$ cat src/rtl/utt_pkg.sv
`default_nettype none

package utt_pkg;

  // Payload masks for lead bytes, one byte per sequence length (length 0 unused).
  localparam logic [47:0] LEAD_MASKS = 48'h0103070F1F7F;
  localparam logic [5:0]  CONT_MASK  = 6'h3F;
  localparam logic [19:0] SURR_BASE  = 20'h10000;
  localparam logic [15:0] SURR_HIGH  = 16'hD800;
  localparam logic [15:0] SURR_LOW   = 16'hDC00;

  // One decoded code point waiting for the output register.
  typedef struct packed {
    logic        valid;
    logic        pair;    // unit_a is a high surrogate and unit_b still follows
    logic [15:0] unit_a;
    logic [15:0] unit_b;
  } utt_entry_t;

  // Number of following bytes opened by a lead byte (byte at or above 0x80).
  function automatic logic [2:0] lead_len(input logic [7:0] b);
    logic [2:0] len;
    len = 3'd5;
    priority if (b < 8'hE0) begin
      len = 3'd1;
    end else if (b < 8'hF0) begin
      len = 3'd2;
    end else if (b < 8'hF8) begin
      len = 3'd3;
    end else if (b < 8'hFC) begin
      len = 3'd4;
    end else begin
      len = 3'd5;
    end
    return len;
  endfunction

  function automatic logic [7:0] lead_mask(input logic [2:0] len);
    return LEAD_MASKS[{len, 3'b000} +: 8];
  endfunction

endpackage

`default_nettype wire

$ cat src/rtl/utt_decode.sv
`default_nettype none

module utt_decode
  import utt_pkg::*;
(
  input  wire logic        clk,
  input  wire logic        rst_n,
  input  wire logic        in_valid,
  output logic             in_ready,
  input  wire logic [7:0]  in_byte,
  input  wire logic        out_adv,   // output register can load this cycle
  output utt_entry_t       entry
);

  logic [31:0] accum_r, accum_nxt;
  logic [2:0]  left_r, left_nxt;
  utt_entry_t  entry_r, entry_nxt;

  logic        in_fire;
  logic        emit;
  logic [31:0] cp;
  logic [19:0] v;
  logic [2:0]  len;
  logic        e_take;

  assign e_take   = entry_r.valid && !entry_r.pair && out_adv;
  assign in_ready = !entry_r.valid || e_take;
  assign in_fire  = in_valid && in_ready;

  always_comb begin
    accum_nxt = accum_r;
    left_nxt  = left_r;
    emit      = 1'b0;
    len       = lead_len(in_byte);
    if (left_r != 3'd0) begin
      accum_nxt = {accum_r[25:0], in_byte[5:0] & CONT_MASK};
      left_nxt  = left_r - 3'd1;
      emit      = (left_r == 3'd1);
    end else if (in_byte < 8'h80) begin
      accum_nxt = {24'd0, in_byte};
      emit      = 1'b1;
    end else begin
      accum_nxt = {24'd0, in_byte & lead_mask(len)};
      left_nxt  = len;
    end
    cp = accum_nxt;
    v  = cp[19:0] - SURR_BASE;
  end

  always_comb begin
    entry_nxt = entry_r;
    if (entry_r.valid && out_adv) begin
      if (entry_r.pair) begin
        entry_nxt.pair   = 1'b0;
        entry_nxt.unit_a = entry_r.unit_b;
      end else begin
        entry_nxt.valid = 1'b0;
      end
    end
    if (in_fire && emit) begin
      entry_nxt.valid = 1'b1;
      if (cp[31:16] != 16'd0) begin
        entry_nxt.pair   = 1'b1;
        entry_nxt.unit_a = SURR_HIGH | {6'd0, v[19:10]};
        entry_nxt.unit_b = SURR_LOW | {6'd0, v[9:0]};
      end else begin
        entry_nxt.pair   = 1'b0;
        entry_nxt.unit_a = cp[15:0];
        entry_nxt.unit_b = cp[15:0];
      end
    end
  end

  // The unit fields carry no reset; they are only looked at while valid is set.
  always_ff @(posedge clk) begin
    if (!rst_n) begin
      accum_r       <= '0;
      left_r        <= '0;
      entry_r.valid <= 1'b0;
      entry_r.pair  <= 1'b0;
    end else begin
      if (in_fire) begin
        accum_r <= accum_nxt;
        left_r  <= left_nxt;
      end
      entry_r.valid <= entry_nxt.valid;
      entry_r.pair  <= entry_nxt.pair;
    end
    entry_r.unit_a <= entry_nxt.unit_a;
    entry_r.unit_b <= entry_nxt.unit_b;
  end

  assign entry = entry_r;

endmodule

`default_nettype wire

$ cat src/rtl/utt_out.sv
`default_nettype none

module utt_out
  import utt_pkg::*;
(
  input  wire logic        clk,
  input  wire logic        rst_n,
  input  wire utt_entry_t  entry,
  output logic             out_adv,
  output logic             out_valid,
  input  wire logic        out_ready,
  output logic [15:0]      out_unit,
  output logic             out_last
);

  logic        valid_r;
  logic [15:0] unit_r;
  logic        last_r;

  assign out_adv = !valid_r || out_ready;

  always_ff @(posedge clk) begin
    if (!rst_n) begin
      valid_r <= 1'b0;
    end else if (out_adv) begin
      valid_r <= entry.valid;
    end
  end

  // A pair sends its high surrogate first; last is set only on the final unit.
  always_ff @(posedge clk) begin
    if (out_adv && entry.valid) begin
      unit_r <= entry.unit_a;
      last_r <= !entry.pair;
    end
  end

  assign out_valid = valid_r;
  assign out_unit  = unit_r;
  assign out_last  = last_r;

endmodule

`default_nettype wire

$ cat src/rtl/utf8_to_utf16_transcoder_core.sv
// Channel  Direction  tdata                    tuser  tlast
// in_      slave      [7:0] in_byte            -      -
// out_     master     [15:0] code_unit         -      last_of_run
//
// One byte is taken per cycle while the decode entry is empty or being emptied.
// A byte that completes a code point of up to 0xFFFF yields one unit; a larger
// code point yields a surrogate pair, whose units leave the output register one
// after the other; the input stalls until the high unit has left the decode entry.
// Reset is synchronous and active low and closes any open sequence.
// A stalled output keeps the input open until the decode entry is full.
`default_nettype none

module utf8_to_utf16_transcoder_core
  import utt_pkg::*;
(
  input  wire logic        clk,
  input  wire logic        rst_n,
  input  wire logic        in_tvalid,
  output logic             in_tready,
  input  wire logic [7:0]  in_tdata,    // [7:0] in_byte
  output logic             out_tvalid,
  input  wire logic        out_tready,
  output logic [15:0]      out_tdata,   // [15:0] code_unit
  output logic             out_tlast    // last_of_run
);

  utt_entry_t entry;
  logic       out_adv;

  // Decode: sequence state plus a one-entry holding stage for a finished
  // code point, already split into its UTF-16 units.
  utt_decode u_decode (
    .clk      (clk),
    .rst_n    (rst_n),
    .in_valid (in_tvalid),
    .in_ready (in_tready),
    .in_byte  (in_tdata),
    .out_adv  (out_adv),
    .entry    (entry)
  );

  // Output register: presents one unit per transfer.
  utt_out u_out (
    .clk       (clk),
    .rst_n     (rst_n),
    .entry     (entry),
    .out_adv   (out_adv),
    .out_valid (out_tvalid),
    .out_ready (out_tready),
    .out_unit  (out_tdata),
    .out_last  (out_tlast)
  );

endmodule

`default_nettype wire
$ cat config.mk
export PLATFORM = sky130hd
export DESIGN_NAME = utf8_to_utf16_transcoder_core
export DESIGN_NICKNAME = d
export VERILOG_FILES = /design/src/rtl/utt_pkg.sv /design/src/rtl/utt_decode.sv /design/src/rtl/utt_out.sv /design/src/rtl/utf8_to_utf16_transcoder_core.sv
export SDC_FILE = /design/constraint.sdc
export NUM_CORES = 1
export LEC_CHECK = 0
export BUFFER_PORTS_ARGS = -buffer_cell sky130_fd_sc_hd__clkbuf_2
export CELL_PAD_IN_SITES_DETAIL_PLACEMENT = 1
export CELL_PAD_IN_SITES_GLOBAL_PLACEMENT = 1
export CORE_ASPECT_RATIO = 1.75
export CORE_MARGIN = 3
export CORE_UTILIZATION = 47
export DETAILED_ROUTE_END_ITERATION = 16
export PLACE_DENSITY = 0.9
export SYNTH_ARGS = -nofsm -noshare
export SYNTH_HDL_FRONTEND = slang
export SYNTH_SLANG_ARGS = --single-unit
$ cat constraint.sdc
create_clock -name clk -period 3.24 [get_ports clk]
set_input_delay 0.162 -clock clk [delete_from_list [all_inputs] [get_ports clk]]
set_output_delay 0.162 -clock clk [all_outputs]
set_load 0.005 [all_outputs]
Word-level counts from Yosys, hierarchy flattened

Index checks and enable logic that the tools add are counted.

Bits in registers: 81
Bits in latches: 0
Bits in writable memories: 0
Bits in read-only memories: 0
Input bits: 12
Output and inout bits: 19
Logic and storage cells: 54
Memories kept: 0

Add/subtract/negate cells: 2
$mul: 0
Div/mod/pow operators: 0
Magnitude comparators: 5
Equal/unequal tests: 3
Shift operators: 1
Mux-type cells: 15
Bitwise logic cells: 1
Reductions and logical operators: 17

Operators with widths:

| cell                                                       | number |
|---|---|
| variable part select 48 x 7 -> 8 bit, first input constant | 1 |
| < comparator 8 bit, second input constant                  | 5 |
| 2-to-1 mux 34 bit                                          | 1 |
| 2-to-1 mux 33 bit                                          | 1 |
| 2-to-1 mux 32 bit                                          | 1 |
| subtractor 20 x 17 -> 20 bit, second input constant        | 1 |
| 2-to-1 mux 18 bit                                          | 1 |
| 2-to-1 mux 16 bit                                          | 1 |
| nonzero test 16 bit                                        | 1 |
| 2-to-1 mux 3 bit                                           | 5 |
| AND 8 bit                                                  | 1 |
| 2-to-1 mux 8 bit                                           | 1 |
| AND reduction 2 bit                                        | 3 |
| logical AND 1 bit                                          | 5 |
| 2-to-1 mux 1 bit                                           | 4 |
| nonzero test 2 bit                                         | 2 |
| equality test 3 x 1 -> 1 bit, second input constant        | 1 |
| logical NOT 1 bit                                          | 3 |
| nonzero test 3 bit                                         | 1 |
| subtractor 3 x 1 -> 3 bit, second input constant           | 1 |
| logical OR 1 bit                                           | 2 |
| != test 2 x 1 -> 1 bit, second input constant              | 1 |
| != test 2 bit, second input constant                       | 1 |

Logic depth before layout (Yosys ltp)

Gate-level depths: netlist of run 1.

Depth in word-level cells: 12
Gate-level depth with buffers: 12

By module

Synthesis of run 1 repeated with hierarchy kept, for this count alone.

Cells, all modules: 319
Area, all modules: 3442.1 um2

By module, submodules not included:

| module     | times used | cells each | area each (um2) | seq. area each (um2) |
|---|---|---|---|---|
| utt_decode | 1          | 296        | 2870.3          | 1581.5 |
| utt_out    | 1          | 23         | 571.8           | 530.5 |

Worst setup path after synthesis of run 1

OpenSTA, ideal clock, no wires.

Kind: register to register
Start point: register u_decode.left_r[0]
End point: register u_decode.entry_r (netlist bit u_decode.entry[21]), data pin
Setup time: 0.270 ns
Arrival time: 2.182 ns
Data required time: 2.970 ns
Slack: 0.788 ns
Stages on the path, launching flop included: 13
Buffers on the path: 2
Cells stage by stage: dfxtp_1 inv_1 ha_1 nand2b_1 buf_2 nand2_1 ha_1 nor4b_2 and4_4 a21o_2 buf_6 a21oi_2 a21oi_2

RTL lines:

| element                | line             | source |
|---|---|---|
| from (decl)            | utt_decode.sv:16 | `logic [2:0] left_r, left_nxt;` |
| from (signal assigned) | utt_decode.sv:84 | `left_r <= left_nxt;` |
| to (decl)              | utt_decode.sv:17 | `utt_entry_t entry_r, entry_nxt;` |

==> out/qor.txt, run 1 <==
outcome -> completed
most frequent cells in the layout -> nand2_1, edfxtp_1, dfxtp_1
drt via density -> 5.71
power share of the combinational group -> 21.5%
vias in the first global route -> 2621
Setup Skew -> 0.00601 ns
Hold Path Stages -> 1
worst-path cell chain -> inv_1 > ha_1 > nand2b_1 > nand2_1 > ha_1 > nor4b_2 > and4_4 > a21o_2 > a21oi_1 > a21oi_1
Highest Clock Rate -> 0.365 GHz
Post-CTS Hold Buffers -> 0
Net Count, Synth -> 324
reg2reg end -> u_decode.entry[19]$_DFFE_PP_
CP max FO -> 14
IO Port Bufs -> 30
TritonRoute pass-1 iters -> 4
main area contributors after synthesis -> edfxtp_1, dfxtp_1, nand2_1, a21boi_0, o21ai_0
#FFs+latches synth -> 81
chip height -> 118 µm
Setup WS post-layout -> 0.503 ns
chip width -> 70.3 µm
Synth area leader -> edfxtp_1
initial antenna violation count -> 0
Slowest cell on crit path -> and4_4
ANT cells -> 0
Via Count -> 2428
Seq pwr share -> 46.0%
Req. time, crit path -> 3.40 ns
Netlist Area Pre-Place -> 3400 µm²
Final Critical Period -> 2.74 ns
Final TNS setup -> 0 ns
Slew HR -> 47.6%
Clock Tree Root -> clkbuf_16
unrepaired setup endpoints after global routing -> no
Reg-to-Reg Start -> u_decode.left_r[0]$_SDFFE_PN0P_
CP top delay family -> simple AND/OR/NAND/NOR gates
Detail Route Antenna Nets -> 0
Worst VDD drop -> 0.407 mV
share of the clock period used by the worst path -> 84.5%
CTS tree -> yes
P_leak -> 1.46 nW
pre-CTS setup slack -> 0.546 ns
Min-Delay Startpoint -> in_tdata[0]
Post-synth EDFFs -> 49
Ys Warns -> 0
Rows -> 40
FF-to-FF path depth -> 10
CP startpoint kind -> register
Final Max Tran Viols -> 0
crit path DAT -> 2.90 ns
Resized Gates After CTS -> 0
Post-Place Cells -> 409
Clock power frac -> 32.5%
Clk Latency, worst-skew pair -> 0.34 ns
Crit Path Class -> register to register
switch share -> 30.4%
Worst-Margin Slew -> 0.786 ns
Hold Path Class -> input pin to register
DRT Wirelength -> 8640 µm
commonest non-fill, non-tap cell in the layout -> nand2_1
Hold Vio Cnt, Final -> 0
share of layout cells above drive strength 1 -> 17.9%
Overall Global Routing Usage -> 22.1%
Worst-path clk slew -> 0.06 ns
Yosys top cell area share -> 43.3%
CP Buf/Inv Count -> 1
Finished Layout Cells -> 425
H-Tree Level Count -> 3
Unique masters post-synth -> 45
Setup violations, final -> 0
syn_area_per_cell -> 11.0 µm²
GRT overflow -> 0
crit path capture type -> register
clock sink count -> 81
I/O pin count -> 31
Mapped Cells -> 308
post-CTS setup repair buffer count -> 0
Core Region -> 6960 µm²
maximum root-to-sink buffer count -> 2
Sw Pwr -> 0.000939 W
fraction of registers with async set/reset -> 0%
area grow syn2layout -> 14.2%
Starting Density -> 48.8%
Int Power -> 0.00214 W
FF-to-FF setup slack -> 0.50 ns
slowest stage delay, CP -> 0.34 ns
iteration-0 DRC count of the detailed router -> 226
DRC -> 0
GPL Wtd Cong -> 0.834
total power -> 0.00308 W
Die Area -> 8320 µm²
Post-DP HPWL -> 5700 µm
Hold Path Sink -> u_decode.entry[0]$_DFFE_PP_
max-cap violations -> 0
first-pass GRT wire length -> 13800 µm
PD cells -> 795 nW/µm²
largest net degree at the start of global routing -> 39
Nets -> 352
Most used DFF post-synth -> edfxtp_1
CTS buffer count -> 9
sequential fraction of the synthesis area -> 62.2%
detailed-route wire length per cell -> 20.3 µm
## worst register-to-register path, cell delays in order, from the launching register on
cell and delay (ns):
dfxtp_1 0.33, inv_1 0.10, ha_1 0.27, nand2b_1 0.13
nand2_1 0.14, ha_1 0.30, nor4b_2 0.23, and4_4 0.34
a21o_2 0.32, a21oi_1 0.13, a21oi_1 0.27
## synthesized netlist by cell type, types with 2 or more instances
master	instances
a211oi_1	2
a21boi_0	17
a21o_1	2
a21o_2	2
a21oi_1	11
a21oi_2	4
a311oi_1	2
a31oi_1	4
and2_1	14
buf_2	8
buf_6	2
clkbuf_1	5
dfxtp_1	32
edfxtp_1	49
ha_1	4
inv_1	8
nand2_1	55
nand2b_1	7
nand3_1	8
nor2_1	17
nor2b_1	6
nor3_1	4
nor4_1	2
o21a_1	3
o21ai_0	18
o221ai_1	2
o31ai_1	2
## cells by family after synthesis
| family | after synthesis | synth area share, % |
|---|---|---|
| compound gates | 73 | 14.5 |
| xor+xnor | 2 | 0.516 |
| fa+ha+maj | 4 | 1.47 |
| buf+inv | 25 | 3.50 |
| flops | 81 | 62.2 |
| mux | 2 | 0.626 |
| simple gates | 121 | 17.2 |
## power groups by stage
stage | Sequential (W) | Clock, W | Combinational [W]
5_1_grt | 0.00143 | 0.00106 | 0.000734
4_1_cts | 0.00142 | 0.00101 | 0.000659
6_report | 0.00142 | 0.00100 | 0.000664
3_3_place_gp | 0.00142 | 0 | 0.000592
3_5_place_dp | 0.00144 | 0 | 0.000639
2_1_floorplan | 0.00141 | 0 | 0.000460
## worst max-delay path by stage
stage | end | slack [ns] | start | cells past startpoint
final | u_decode.entry[19]$_DFFE_PP_ | 0.50 | u_decode.left_r[0]$_SDFFE_PN0P_ | 10
after global routing | u_decode.entry[19]$_DFFE_PP_ | 0.32 | u_decode.left_r[1]$_SDFFE_PN0P_ | 10
after CTS | u_decode.entry[19]$_DFFE_PP_ | 0.54 | u_decode.left_r[0]$_SDFFE_PN0P_ | 10
after detailed placement | u_decode.entry[19]$_DFFE_PP_ | 0.55 | u_decode.left_r[0]$_SDFFE_PN0P_ | 10
after global placement | u_decode.entry[22]$_DFFE_PP_ | 0.76 | u_decode.left_r[0]$_SDFFE_PN0P_ | 10
after floorplan | u_decode.entry[21]$_DFFE_PP_ | 0.79 | u_decode.left_r[0]$_SDFFE_PN0P_ | 12
## metal layers
metal	track usage, %	part of all wire (%)	wire length [µm]	vias up
met1	22.5	36	3130	1193
met5	0	0	0	-
met4	15.3	5.4	471	0
li1	-	-	-	1135
met2	39.5	55	4740	71
met3	4.09	3.5	303	29
## metrics by stage
step           util [%]  area [µm²]  hold WS [ns]
3_5_place_dp       51.6        3590         0.406
2_1_floorplan         -        3400         0.274
4_1_cts            55.8        3880        0.0634
5_1_grt            55.8        3880        0.0671
3_3_place_gp       51.6        3590         0.398
6_report           55.8        3880        0.0775
## sequential cells by signal, indices dropped and copies added, names as in the netlist
register and flops:
u_decode.left_r 3, u_out.out_valid 1, u_out.out_last 1, u_decode.entry 34, u_decode.accum_r 26, u_out.out_unit 16
## area by class of cell
class | count | area (µm²)
fill | 743 | 3080
sequential | 81 | 2110
multi-input combinational | 202 | 1170
clock buffer | 11 | 233
timing repair buffer | 33 | 173
tap | 84 | 105
clock inverter | 5 | 56.3
inverter | 9 | 33.8
No activity file was read; power rests on OpenSTA's default activity.
==> inputs of run 2 (changes only) <==
Settings changed: ABC_AREA from default to 1, CORE_UTILIZATION 47 to 45, PLACE_DENSITY 0.9 to 0.89.
Clock period 3.24 ns to 2.6 ns, I/O delays scaled along.
==> out/qor.txt, run 2 <==
Net Count, Synth -> 370 (was 324)
Req. time, crit path -> 2.68 ns (was 3.40 ns)
Setup Skew -> 0.00626 ns (was 0.00601 ns)
Highest Clock Rate -> 0.432 GHz (was 0.365 GHz)
largest net degree at the start of global routing -> 44 (was 39)
Nets -> 401 (was 352)
Post-synth EDFFs -> 49 (unchanged)
main area contributors after synthesis -> edfxtp_1, dfxtp_1, nand2_1, o21ai_0, a21oi_1 (was edfxtp_1, dfxtp_1, nand2_1, a21boi_0, o21ai_0)
Hold Path Class -> input pin to register (unchanged)
CP Buf/Inv Count -> 2 (was 1)
CP top delay family -> simple AND/OR/NAND/NOR gates (unchanged)
syn_area_per_cell -> 9.60 µm² (was 11.0 µm²)
Worst-path clk slew -> 0.06 ns (about the same)
total power -> 0.00361 W (was 0.00308 W)
CP max FO -> 18 (was 14)
max-cap violations -> 0 (unchanged)
FF-to-FF setup slack -> 0.28 ns (was 0.50 ns)
most frequent cells after synthesis -> nand2_1, edfxtp_1, o21ai_0, inv_1, dfxtp_1 (was nand2_1, edfxtp_1, dfxtp_1, o21ai_0)
CP startpoint kind -> register (unchanged)
vias in the first global route -> 2781 (was 2621)
P_leak -> 1.74 nW (was 1.46 nW)
Most used DFF post-synth -> edfxtp_1 (unchanged)
drt via density -> 5.44 (was 5.71)
share of layout cells above drive strength 1 -> 17.7% (was 17.9%)
DRT Wirelength -> 8640 µm (about the same)
Rows -> 41 (was 40)
TritonRoute pass-1 iters -> 5 (was 4)
met3 usage -> 4.15% (was 4.09%)
initial antenna violation count -> 0 (unchanged)
final core utilization -> 54.3% (was 55.8%)
Worst VDD drop -> 0.543 mV (was 0.407 mV)
Netlist Area Pre-Place -> 3400 µm² (about the same)
Final Max Tran Viols -> 0 (unchanged)
count leader, synth -> nand2_1 (unchanged)
iteration-0 DRC count of the detailed router -> 189 (was 226)
Reg-to-Reg Start -> u_decode.left_r[0]$_SDFFE_PN0P_ (unchanged)
Synth area leader -> edfxtp_1 (unchanged)
IO Port Bufs -> 30 (unchanged)
Hold Path Stages -> 1 (unchanged)
Worst path depth -> 11 (was 10)
Clk Latency, worst-skew pair -> 0.33 ns (was 0.34 ns)
crit path DAT -> 2.40 ns (was 2.90 ns)
most frequent CP cell -> nand2_1
Clock Tree Root -> clkbuf_16 (unchanged)
Post-CTS Hold Buffers -> 0 (unchanged)
Worst-Margin Slew -> 0.659 ns (was 0.786 ns)
most frequent cells in the layout -> nand2_1, edfxtp_1, o21ai_0 (was nand2_1, edfxtp_1, dfxtp_1)
max FFs per register -> 34 (unchanged)
sequential fraction of the synthesis area -> 62.2% (about the same)
post-CTS setup repair buffer count -> 0 (unchanged)
Resized Gates After CTS -> 0 (unchanged)
Hold Path Sink -> u_decode.entry[0]$_DFFE_PP_ (unchanged)
Post-DP HPWL -> 6250 µm (was 5700 µm)
reg2reg end -> u_decode.entry[22]$_DFFE_PP_ (was u_decode.entry[19]$_DFFE_PP_)
Ys Warns -> 0 (unchanged)
Via Count -> 2588 (was 2428)
fraction of registers with async set/reset -> 0% (unchanged)
Setup violations, final -> 0 (unchanged)
FF-to-FF path depth -> 11 (was 10)
met1 track demand over resource -> 21.1% (was 22.5%)
Final TNS setup -> 0 ns (unchanged)
GPL Wtd Cong -> 0.869 (was 0.834)
share of the clock period used by the worst path -> 89.1% (was 84.5%)
Slowest cell on crit path -> dfxtp_1 (was and4_4)
detailed-route wire length per cell -> 18.1 µm (was 20.3 µm)
Mapped Cells -> 354 (was 308)
ANT cells -> 0 (unchanged)
Unique masters post-synth -> 25 (was 45)
DRC -> 0 (unchanged)
crit path capture type -> register (unchanged)
worst-path cell chain -> inv_1 > ha_1 > nand2_2 > buf_4 > o21ai_0 > nand2_1 > nor2_4 > nand2_2 > nand2_1 > nand3_1 > nand2_1 (was inv_1 > ha_1 > nand2b_1 > nand2_1 > ha_1 > nor4b_2 > and4_4 > a21o_2 > a21oi_1 > a21oi_1)
chip width -> 71.7 µm (was 70.3 µm)
Setup WS post-layout -> 0.283 ns (was 0.503 ns)
Slew HR -> 56.0% (was 47.6%)
CTS buffer count -> 9 (unchanged)
Overall Global Routing Usage -> 21.5% (was 22.1%)
Detail Route Antenna Nets -> 0 (unchanged)
CTS tree -> yes (unchanged)
Crit Path Class -> register to register (unchanged)
clock sink count -> 81 (unchanged)
GRT overflow -> 0 (unchanged)
Core Region -> 7280 µm² (was 6960 µm²)
PD cells -> 912 nW/µm² (was 795 nW/µm²)
pre-CTS setup slack -> 0.406 ns (was 0.546 ns)
commonest non-fill, non-tap cell in the layout -> nand2_1 (unchanged)
Die Area -> 8670 µm² (was 8320 µm²)
grt peak-use layer -> met2 (unchanged)
H-Tree Level Count -> 3 (unchanged)
slowest stage delay, CP -> 0.38 ns (was 0.34 ns)
unrepaired setup endpoints after global routing -> no (unchanged)
met2 usage -> 40.8% (was 39.5%)
I/O pin count -> 31 (unchanged)
first-pass GRT wire length -> 14000 µm (was 13800 µm)
Final Critical Period -> 2.32 ns (was 2.74 ns)
area grow syn2layout -> 16.3% (was 14.2%)
chip height -> 121 µm (was 118 µm)
Starting Density -> 46.7% (was 48.8%)
Yosys top cell area share -> 43.3% (about the same)
fill count -> 842 (was 743)
Min-Delay Startpoint -> in_tdata[0] (unchanged)
outcome -> completed (unchanged)
Hold Vio Cnt, Final -> 0 (unchanged)
#FFs+latches synth -> 81 (unchanged)
maximum root-to-sink buffer count -> 2 (unchanged)
run 2: cell count changes after synthesis, moves of 14 or more:
cell and change:
and2_1 -14, a21oi_1 +17, inv_1 +26, nand2_1 +22, a21boi_0 -16, nand3_1 +18
o21ai_0 +19
run 2: worst max path at each step:
stage	start	end	slack [ns]
floorplan	u_decode.entry[33]$_SDFFE_PN0P_	u_decode.entry[16]$_DFFE_PP_	0.42
global placement	u_decode.left_r[1]$_SDFFE_PN0P_	u_decode.entry[22]$_DFFE_PP_	0.56
detailed placement	u_decode.left_r[0]$_SDFFE_PN0P_	u_decode.entry[27]$_DFFE_PP_	0.41
CTS	u_decode.left_r[0]$_SDFFE_PN0P_	u_decode.entry[22]$_DFFE_PP_	0.29
global route	u_decode.left_r[0]$_SDFFE_PN0P_	u_decode.entry[27]$_DFFE_PP_	0.12
finish	u_decode.left_r[0]$_SDFFE_PN0P_	u_decode.entry[22]$_DFFE_PP_	0.28
run 2: per-stage QoR:
stage / hold slack (ns) / cell area [µm²] / cells
after CTS: 0.00389 / 3950 / 476
after global placement: 0.340 / 3610 / 460
after floorplan: 0.297 / 3400 / 354
after global routing: 0.0141 / 3950 / 476
final: 0.00264 / 3950 / 476
after detailed placement: 0.342 / 3610 / 460
run 2: layer usage:
| layer | routed length, µm | part of all wire, % |
|---|---|---|
| met5 | 0 | 0 |
| met4 | 308 | 3.6 |
| met3 | 306 | 3.5 |
| met2 | 5040 | 58 |
| met1 | 2980 | 35 |
run 2: worst reg2reg max path: stages, from the launching register on:
cell and delay [ns]:
dfxtp_1 0.38, inv_1 0.08, ha_1 0.23, nand2_2 0.17, buf_4 0.26, o21ai_0 0.17, nand2_1 0.17, nor2_4 0.06
nand2_2 0.24, nand2_1 0.14, nand3_1 0.11, nand2_1 0.06
run 2: area by class of cell:
| class | instances | area, µm² | area share (%) |
|---|---|---|---|
| clock buffers | 11 | 264 | 6.68 |
| inverters | 38 | 143 | 3.61 |
| well taps | 86 | 108 | 2.72 |
| repair buffers | 38 | 210 | 5.32 |
| flip-flops and latches | 81 | 2110 | 53.4 |
| clock inverters | 5 | 75.1 | 1.90 |
| multi-input cells | 217 | 1040 | 26.4 |
run 2: logic make-up (layout without fill, tap and decap cells):
family,Yosys count,in the layout,synth area share [%]
xor gates and xnor gates,1,1,0.258
and+or+nand+nor,135,135,16.9
buffers and inverters,56,92,7.29
AOI/OAI and AO/OA,77,77,11.9
adders and majority gates,4,4,1.47
DFF,81,81,62.2
run 2: power by group:
group          switching, W  internal (W)  leakage [nW]  total (W)
Clock              0.000482      0.000920         0.170    0.00140
Sequential        0.0000477       0.00152         0.716    0.00157
Combinational      0.000452      0.000186         0.849   0.000638
